`config.mk`:
```
export PLATFORM = sky130hd
export DESIGN_NAME = status_led_pattern_generator_top
export DESIGN_NICKNAME = d
export VERILOG_FILES = /design/src/hdl/slpg_pkg.sv /design/src/hdl/slpg_cfg_regs.sv /design/src/hdl/slpg_step.sv /design/src/hdl/status_led_pattern_generator_top.sv
export SDC_FILE = /design/constraint.sdc
export NUM_CORES = 1
export LEC_CHECK = 0
export ABC_AREA = 0
export BUFFER_PORTS_ARGS = -buffer_cell sky130_fd_sc_hd__buf_2
export CORE_MARGIN = 8
export CORE_UTILIZATION = 55
export CTS_CLUSTER_SIZE = 40
export DETAILED_ROUTE_END_ITERATION = 7
export PLACE_DENSITY = 0.69
export SYNTH_ARGS = -nofsm -noshare
export SYNTH_HDL_FRONTEND = slang
export SYNTH_SLANG_ARGS = --single-unit
```
`constraint.sdc`:
```
create_clock -name clk -period 13.17 [get_ports clk]
set_input_delay 1.9755 -clock clk [delete_from_list [all_inputs] [get_ports clk]]
set_output_delay 1.9755 -clock clk [all_outputs]
set_load 0.02 [all_outputs]
```
`src/hdl/slpg_pkg.sv`:
```
// Shared types and constants for the status LED pattern generator.
// Used by every module of the block; depends on nothing else.
`default_nettype none

package slpg_pkg;

    localparam int NOW_W       = 32;
    localparam int TIME_W      = 16;
    localparam int CFG_IDX_W   = 3;
    localparam int PHASE_W     = 2;
    localparam int PAT_W       = 3;
    localparam int IN_TDATA_W  = 40;
    localparam int OUT_TDATA_W = 8;

    typedef enum logic [PAT_W-1:0] {
        PAT_HEARTBEAT = 3'd0,
        PAT_CV        = 3'd1,
        PAT_CC        = 3'd2,
        PAT_KILL      = 3'd3,
        PAT_FAULT     = 3'd4
    } pattern_t;

    typedef enum logic [CFG_IDX_W-1:0] {
        REG_FAULT_CHECK_EN  = 3'd0,
        REG_OUTPUT_CHECK_EN = 3'd1,
        REG_CC_HALF_PERIOD  = 3'd2,
        REG_FAULT_HALF      = 3'd3,
        REG_KILL_FLASH      = 3'd4,
        REG_KILL_PAUSE      = 3'd5,
        REG_BEAT_ON         = 3'd6,
        REG_BEAT_OFF        = 3'd7
    } cfg_index_t;

    typedef struct packed {
        logic              fault_check_enable;
        logic              output_check_enable;
        logic [TIME_W-1:0] cc_half_period;
        logic [TIME_W-1:0] fault_half_period;
        logic [TIME_W-1:0] kill_flash_time;
        logic [TIME_W-1:0] kill_pause_time;
        logic [TIME_W-1:0] beat_on_time;
        logic [TIME_W-1:0] beat_off_time;
    } cfg_t;

    localparam cfg_t CFG_RESET = '{
        fault_check_enable:  1'b0,
        output_check_enable: 1'b1,
        cc_half_period:      16'd120,
        fault_half_period:   16'd80,
        kill_flash_time:     16'd80,
        kill_pause_time:     16'd640,
        beat_on_time:        16'd60,
        beat_off_time:       16'd940
    };

    // Declared from the top bit down, so the lowest bits hold now_ms.
    typedef struct packed {
        logic             cc_mode;
        logic             regulator_on;
        logic             pgood_ok;
        logic             kill_asserted;
        logic             fault_active;
        logic [NOW_W-1:0] now_ms;
    } item_t;

    localparam int ITEM_W = $bits(item_t);

    typedef struct packed {
        pattern_t pattern_code;
        logic     led_on;
    } result_t;

    localparam int RESULT_W = $bits(result_t);

endpackage

`default_nettype wire

```
`src/hdl/slpg_cfg_regs.sv`:
```
// Configuration register file of the status LED pattern generator.
// Depends on slpg_pkg for the register layout and reset values.
`default_nettype none

module slpg_cfg_regs (
    input  wire logic                          clk,
    input  wire logic                          rst_n,
    input  wire logic                          cfg_we,
    input  wire logic [slpg_pkg::CFG_IDX_W-1:0] cfg_index,
    input  wire logic [slpg_pkg::TIME_W-1:0]    cfg_data,
    output slpg_pkg::cfg_t                      cfg
);
    import slpg_pkg::*;

    cfg_t cfg_reg;
    cfg_t cfg_next;

    always_comb
    begin
        cfg_next = cfg_reg;
        if (cfg_we)
        begin
            case (cfg_index_t'(cfg_index))
                REG_FAULT_CHECK_EN:  cfg_next.fault_check_enable  = cfg_data[0];
                REG_OUTPUT_CHECK_EN: cfg_next.output_check_enable = cfg_data[0];
                REG_CC_HALF_PERIOD:  cfg_next.cc_half_period      = cfg_data;
                REG_FAULT_HALF:      cfg_next.fault_half_period   = cfg_data;
                REG_KILL_FLASH:      cfg_next.kill_flash_time     = cfg_data;
                REG_KILL_PAUSE:      cfg_next.kill_pause_time     = cfg_data;
                REG_BEAT_ON:         cfg_next.beat_on_time        = cfg_data;
                REG_BEAT_OFF:        cfg_next.beat_off_time       = cfg_data;
                default:             cfg_next = cfg_reg;
            endcase
        end
    end

    always_ff @(posedge clk or negedge rst_n)
    begin
        if (!rst_n)
        begin
            cfg_reg <= CFG_RESET;
        end
        else
        begin
            cfg_reg <= cfg_next;
        end
    end

    assign cfg = cfg_reg;

endmodule

`default_nettype wire

```
`src/hdl/slpg_step.sv`:
```
// Pattern selection, phase timing and LED decode for one beat, plus the
// pattern and phase state it updates. Depends on slpg_pkg.
`default_nettype none

module slpg_step (
    input  wire logic     clk,
    input  wire logic     rst_n,
    input  wire logic     step_en,
    input  wire slpg_pkg::item_t item,
    input  wire slpg_pkg::cfg_t  cfg,
    output slpg_pkg::result_t result
);
    import slpg_pkg::*;

    pattern_t           pattern_reg;
    pattern_t           pattern_next;
    logic [NOW_W-1:0]   start_reg;
    logic [NOW_W-1:0]   start_next;
    logic [PHASE_W-1:0] phase_reg;
    logic [PHASE_W-1:0] phase_next;

    logic               changed;
    logic [PHASE_W-1:0] phase_base;
    logic [NOW_W-1:0]   start_base;
    logic [NOW_W-1:0]   elapsed;
    logic [TIME_W-1:0]  limit;
    logic               expired;
    logic               led;

    always_comb
    begin
        if (cfg.fault_check_enable && item.fault_active)
        begin
            pattern_next = PAT_FAULT;
        end
        else if (item.kill_asserted || !item.pgood_ok)
        begin
            pattern_next = PAT_KILL;
        end
        else if (cfg.output_check_enable && item.regulator_on)
        begin
            pattern_next = item.cc_mode ? PAT_CC : PAT_CV;
        end
        else
        begin
            pattern_next = PAT_HEARTBEAT;
        end
    end

    assign changed    = (pattern_next != pattern_reg);
    assign phase_base = changed ? '0 : phase_reg;
    assign start_base = changed ? item.now_ms : start_reg;
    assign elapsed    = item.now_ms - start_base;

    always_comb
    begin
        limit = cfg.beat_on_time;
        led   = 1'b0;
        case (pattern_next)
            PAT_CV:
            begin
                led = 1'b1;
            end
            PAT_CC:
            begin
                limit = cfg.cc_half_period;
            end
            PAT_FAULT:
            begin
                limit = cfg.fault_half_period;
            end
            PAT_KILL:
            begin
                limit = (phase_base == PHASE_W'(3)) ? cfg.kill_pause_time
                                                     : cfg.kill_flash_time;
                led   = (phase_base != PHASE_W'(3)) && (phase_base != PHASE_W'(1));
            end
            default:
            begin
                limit = (phase_base == '0) ? cfg.beat_on_time : cfg.beat_off_time;
                led   = (phase_base == '0);
            end
        endcase
    end

    assign expired = (elapsed >= {{(NOW_W-TIME_W){1'b0}}, limit});

    always_comb
    begin
        phase_next = phase_base;
        start_next = start_base;
        case (pattern_next)
            PAT_CV:
            begin
                phase_next = phase_base;
            end
            PAT_KILL:
            begin
                if (expired)
                begin
                    phase_next = phase_base + PHASE_W'(1);
                    start_next = item.now_ms;
                end
            end
            default:
            begin
                if (expired)
                begin
                    phase_next = phase_base ^ PHASE_W'(1);
                    start_next = item.now_ms;
                end
            end
        endcase
    end

    // The CC and fault patterns show the phase after the toggle.
    always_comb
    begin
        result.pattern_code = pattern_next;
        if (pattern_next == PAT_CC || pattern_next == PAT_FAULT)
        begin
            result.led_on = (phase_next == '0);
        end
        else
        begin
            result.led_on = led;
        end
    end

    always_ff @(posedge clk or negedge rst_n)
    begin
        if (!rst_n)
        begin
            pattern_reg <= PAT_HEARTBEAT;
            start_reg   <= '0;
            phase_reg   <= '0;
        end
        else if (step_en)
        begin
            pattern_reg <= pattern_next;
            start_reg   <= start_next;
            phase_reg   <= phase_next;
        end
    end

endmodule

`default_nettype wire

```
`src/hdl/status_led_pattern_generator_top.sv`:
```
// Top level of the status LED pattern generator: input register, step
// logic and result register. Depends on slpg_pkg, slpg_cfg_regs, slpg_step.
//
//   Channel   Direction  Beat contents
//   s_axis    in         one call: timestamp and status flags
//   m_axis    out        one result: LED state and pattern code
//   cfg       in         register write, no handshake
//
// A beat is held in the input register and passes through the step logic
// into the result register once that register is free or its result is
// accepted. One beat is taken per cycle while results are accepted. A
// stalled result holds the step logic; the input register still takes one
// beat while the result waits, then the input stalls. Reset clears the valid
// flags, step state and configuration at once; data registers are not reset.
`default_nettype none

module status_led_pattern_generator_top (
    input  wire logic                            clk,
    input  wire logic                            rst_n,
    input  wire logic                            s_axis_tvalid,
    output      logic                            s_axis_tready,
    // now_ms[31:0], fault_active, kill_asserted, pgood_ok, regulator_on,
    // cc_mode, three zero bits.
    input  wire logic [slpg_pkg::IN_TDATA_W-1:0]  s_axis_tdata,
    output      logic                            m_axis_tvalid,
    input  wire logic                            m_axis_tready,
    // led_on, pattern_code[2:0], four zero bits.
    output      logic [slpg_pkg::OUT_TDATA_W-1:0] m_axis_tdata,
    input  wire logic                            cfg_we,
    input  wire logic [slpg_pkg::CFG_IDX_W-1:0]   cfg_index,
    input  wire logic [slpg_pkg::TIME_W-1:0]      cfg_data
);
    import slpg_pkg::*;

    cfg_t    cfg;
    item_t   item_reg;
    logic    item_valid_reg;
    result_t result;
    result_t result_reg;
    logic    result_valid_reg;
    logic    advance;

    assign advance       = item_valid_reg && (!result_valid_reg || m_axis_tready);
    assign s_axis_tready = !item_valid_reg || !result_valid_reg || m_axis_tready;

    slpg_cfg_regs u_cfg (
        .clk       (clk),
        .rst_n     (rst_n),
        .cfg_we    (cfg_we),
        .cfg_index (cfg_index),
        .cfg_data  (cfg_data),
        .cfg       (cfg)
    );

    slpg_step u_step (
        .clk     (clk),
        .rst_n   (rst_n),
        .step_en (advance),
        .item    (item_reg),
        .cfg     (cfg),
        .result  (result)
    );

    always_ff @(posedge clk or negedge rst_n)
    begin
        if (!rst_n)
        begin
            item_valid_reg   <= 1'b0;
            result_valid_reg <= 1'b0;
        end
        else
        begin
            if (s_axis_tready)
            begin
                item_valid_reg <= s_axis_tvalid;
            end
            if (advance)
            begin
                result_valid_reg <= 1'b1;
            end
            else if (m_axis_tready)
            begin
                result_valid_reg <= 1'b0;
            end
        end
    end

    always_ff @(posedge clk)
    begin
        if (s_axis_tready && s_axis_tvalid)
        begin
            item_reg <= item_t'(s_axis_tdata[ITEM_W-1:0]);
        end
        if (advance)
        begin
            result_reg <= result;
        end
    end

    assign m_axis_tvalid = result_valid_reg;
    assign m_axis_tdata  = {{(OUT_TDATA_W-RESULT_W){1'b0}}, result_reg};

endmodule

`default_nettype wire

```
==> metrics.md <==
| Metric | Value |
|---|---|
| Status | `finished, final reports clean` |
| CTS Buf Count | `17` |
| Final Skew | `~0.015 ns` |
| Slew margin rel. | `0.245` |
| Slowest stage delay, CP | `0.85 ns` |
| # resized after CTS | `0` |
| Number of fill cells | `1755` |
| Post-Place Cells | `roughly 1500` |
| Count leader, synth | `dfrtp_1` |
| Capturing point of the worst reg2reg path | `u_step.start_reg[4]` |
| Initial antenna violation count | `0` |
| Vias per inst | `approximately 6.4` |
| Final estimated routing congestion in global placement | `0.909` |
| Initial DRC Count | `roughly 790` |
| DP Area | `between 10000 and 15000 um^2` |
| Starting density of the core | `0.560` |
| Layout net count | `1332` |
| CP Launch Point | `u_cfg.cfg[97]` |
| Syn Area/Cell | `~9.7 um^2` |
| Clock slew at reported path FFs | `roughly 0.080 ns` |
| Netlist Area Pre-Place | `11800 um^2` |
| Slew @ Worst Pin | `1.13 ns` |
| Wire per inst | `roughly 20 um` |
| Critical path class | `reg -> reg` |
| Post-DP HPWL | `20.6 mm` |
| Layout Utilization | `0.612` |
| Post-CTS Hold Buffers | `0` |
| RSZ-0062 raised after global routing | `false` |
| Crit Path Max Fanout | `49` |
| # Max-Cap Violations | `0` |
| Gr usage total | `0.233` |
| First-pass GRT wire length | `between 50 and 60 mm` |
| LEAKAGE | `0.00547 uW` |
| Largest register FFs | `98` |
| Fmax | `0.120 GHz` |
| Worst vdd ir | `0.0929 mV` |
| DIE AREA | `26400 um^2` |
| Reg2reg setup slack | `slightly below 5 ns` |
| Register area share after synthesis | `0.398` |
| Asr flop ratio synth | `0.770` |
| DR vias | `9676` |
| Remaining Overflow, GRT | `0` |
| Most common flop cell mapped by yosys | `dfrtp_1` |
| Chip height | `162 um` |
| Number of setup buffers added after CTS | `0` |
| Worst reg2reg startpoint | `u_cfg.cfg[97]` |
| Core area | `about 21000 um^2` |
| Crit. End Element | `register` |
| Final setup violation count | `0` |
| Critical Path RT | `13.48 ns` |
| FP Rows | `53` |
| Area leader, netlist | `dfrtp_1` |
| Buffers on Ports | `66` |
| Final wirelength | `approximately 30 mm` |
| Residual DRC | `0` |
| CP endpoint | `u_step.start_reg[4]` |
| Worst hold path type | `reg -> reg` |
| Yosys warning count | `0` |
| CTS tree | `done` |
| Antenna Cells | `0` |
| IO Pins | `74` |
| Synth-to-Final Area Change | `9.30%` |
| Share of the synthesized area in the top cell type | `0.246` |
| ANT nets after route | `0` |
| H-tree depth | `4` |
| Clk sinks | `~180` |
| Fin Setup TNS | `0 ns` |
| Final Hold Fails | `0` |
| Register-to-Register Path Depth | `26` |
| Clk root buf | `clkbuf_16` |
| Worst Setup Start Kind | `register` |
| Synthesized flop and latch total | `178` |
| Post-route cell area | `about 13000 um^2` |
| Layout cells sized above 1 | `0.226` |
| Drt pass-1 iters | `5` |
| Most frequent cells after synthesis | `dfrtp_1, nand2_1, mux2_2` |
| Main area contributors after synthesis | `dfrtp_1, edfxtp_1, mux2_2, dfstp_2, ha_1` |
| Vias in the first global route | `9604` |
| Power per cell area | `164 nW/um^2` |
| Final slew viol count | `0` |
| Crit path time final | `8.34 ns` |
| Slowest-stage cell, CP | `and3_2` |
| CTS Buffer Depth | `2` |
| Crit path arrival time | `8.65 ns` |
| Clock latency on the worst-skew pair | `~0.44 ns` |
| Final Non-Filler Cells | `~1500` |
| Largest net degree at the start of global routing | `84` |
| Synth unique cells | `84` |
| Die Width | `162 um` |
| Post-synth EDFFs | `41` |
| Period utilization | `0.633` |
| Mapped Cells | `1210` |
-- logic make-up (layout without fill, tap and decap cells) --
group / after synthesis / in the layout / share of synthesized area
xor gates and xnor gates: 26 / 26 / 0.0193
adders and majority gates: 47 / 47 / 0.0484
buffers and inverters: 107 / 135 / 0.0394
AOI/OAI and AO/OA: 306 / 306 / 0.191
and+or+nand+nor: 395 / 395 / 0.166
muxes: 150 / 150 / 0.138
other: 1 / 4 / 0.000318
DFF: 178 / 178 / 0.398
-- routing by layer --
layer | share of wire | GRT usage
met3 | 0.053 | 0.0422
met2 | 0.48 | 0.389
met1 | 0.44 | 0.299
met4 | 0.022 | 0.0825
met5 | 0 | 0
-- per-stage QoR --
| step | hold WS (ns) | setup WS, ns | power [uW] |
|---|---|---|---|
| floorplan | 0.457 | 6.31 | 1350 |
| global placement | 0.465 | 4.92 | 1550 |
| detailed placement | 0.491 | 4.87 | 1570 |
| CTS | 0.510 | 4.86 | 2110 |
| global route | 0.517 | 4.08 | 2240 |
| finish | 0.506 | 4.83 | 2110 |
-- power breakdown --
part	leakage, uW	switching, uW	total (uW)	internal [uW]
registers	0.00197	73.5	755	681
clock network	0.000305	259	536	277
logic	0.00320	481	819	338
-- worst max-delay path, delay by kind of cell, from the launching register on --
kind	cells	cell delay (ns)
adder cells (fa/ha/maj)	3	0.81
multiplexers	1	0.28
flip-flops	1	0.39
buffers and inverters	3	1.26
AND/OR/NAND/NOR	10	3.03
AO/OA/AOI/OAI	9	2.41
-- worst min-delay path by stage --
stage | from | endpoint | slack (ns) | depth (start not counted)
after floorplan | item_valid_reg | m_axis_tvalid | 0.46 | 1
after global placement | item_valid_reg | m_axis_tvalid | 0.46 | 1
after detailed placement | u_cfg.cfg[80] | u_cfg.cfg[80] | 0.49 | 1
after CTS | item_valid_reg | m_axis_tvalid | 0.51 | 1
after global routing | u_cfg.cfg[61] | u_cfg.cfg[61] | 0.52 | 1
final | u_cfg.cfg[80] | u_cfg.cfg[80] | 0.51 | 1
-- placed cells by master, fill, tap and decap left out, types with 14 or more instances in the layout --
cell	instances
a21o_1	21
a21oi_1	61
a31o_2	21
and2_1	16
buf_2	65
buf_4	15
clkbuf_16	17
dfrtp_1	116
dfstp_2	21
edfxtp_1	41
ha_1	40
inv_1	21
mux2_2	102
mux2i_1	48
nand2_1	109
nand2b_1	16
nand3_1	73
nand4_1	30
nor2_1	78
nor3_1	14
o211a_1	24
o21ai_0	51
or3_1	19
xnor2_1	16
-- area by class of cell --
cell class	instances	area (um^2)	share of cell area
clock inverter	15	200	0.0156
inverter	22	82.6	0.00642
clock buffer	17	425	0.0330
sequential	178	4690	0.364
timing repair buffer	81	449	0.0349
tap	275	344	0.0267
multi-input combinational	928	6690	0.519
Power figures use the tool's default switching activity.
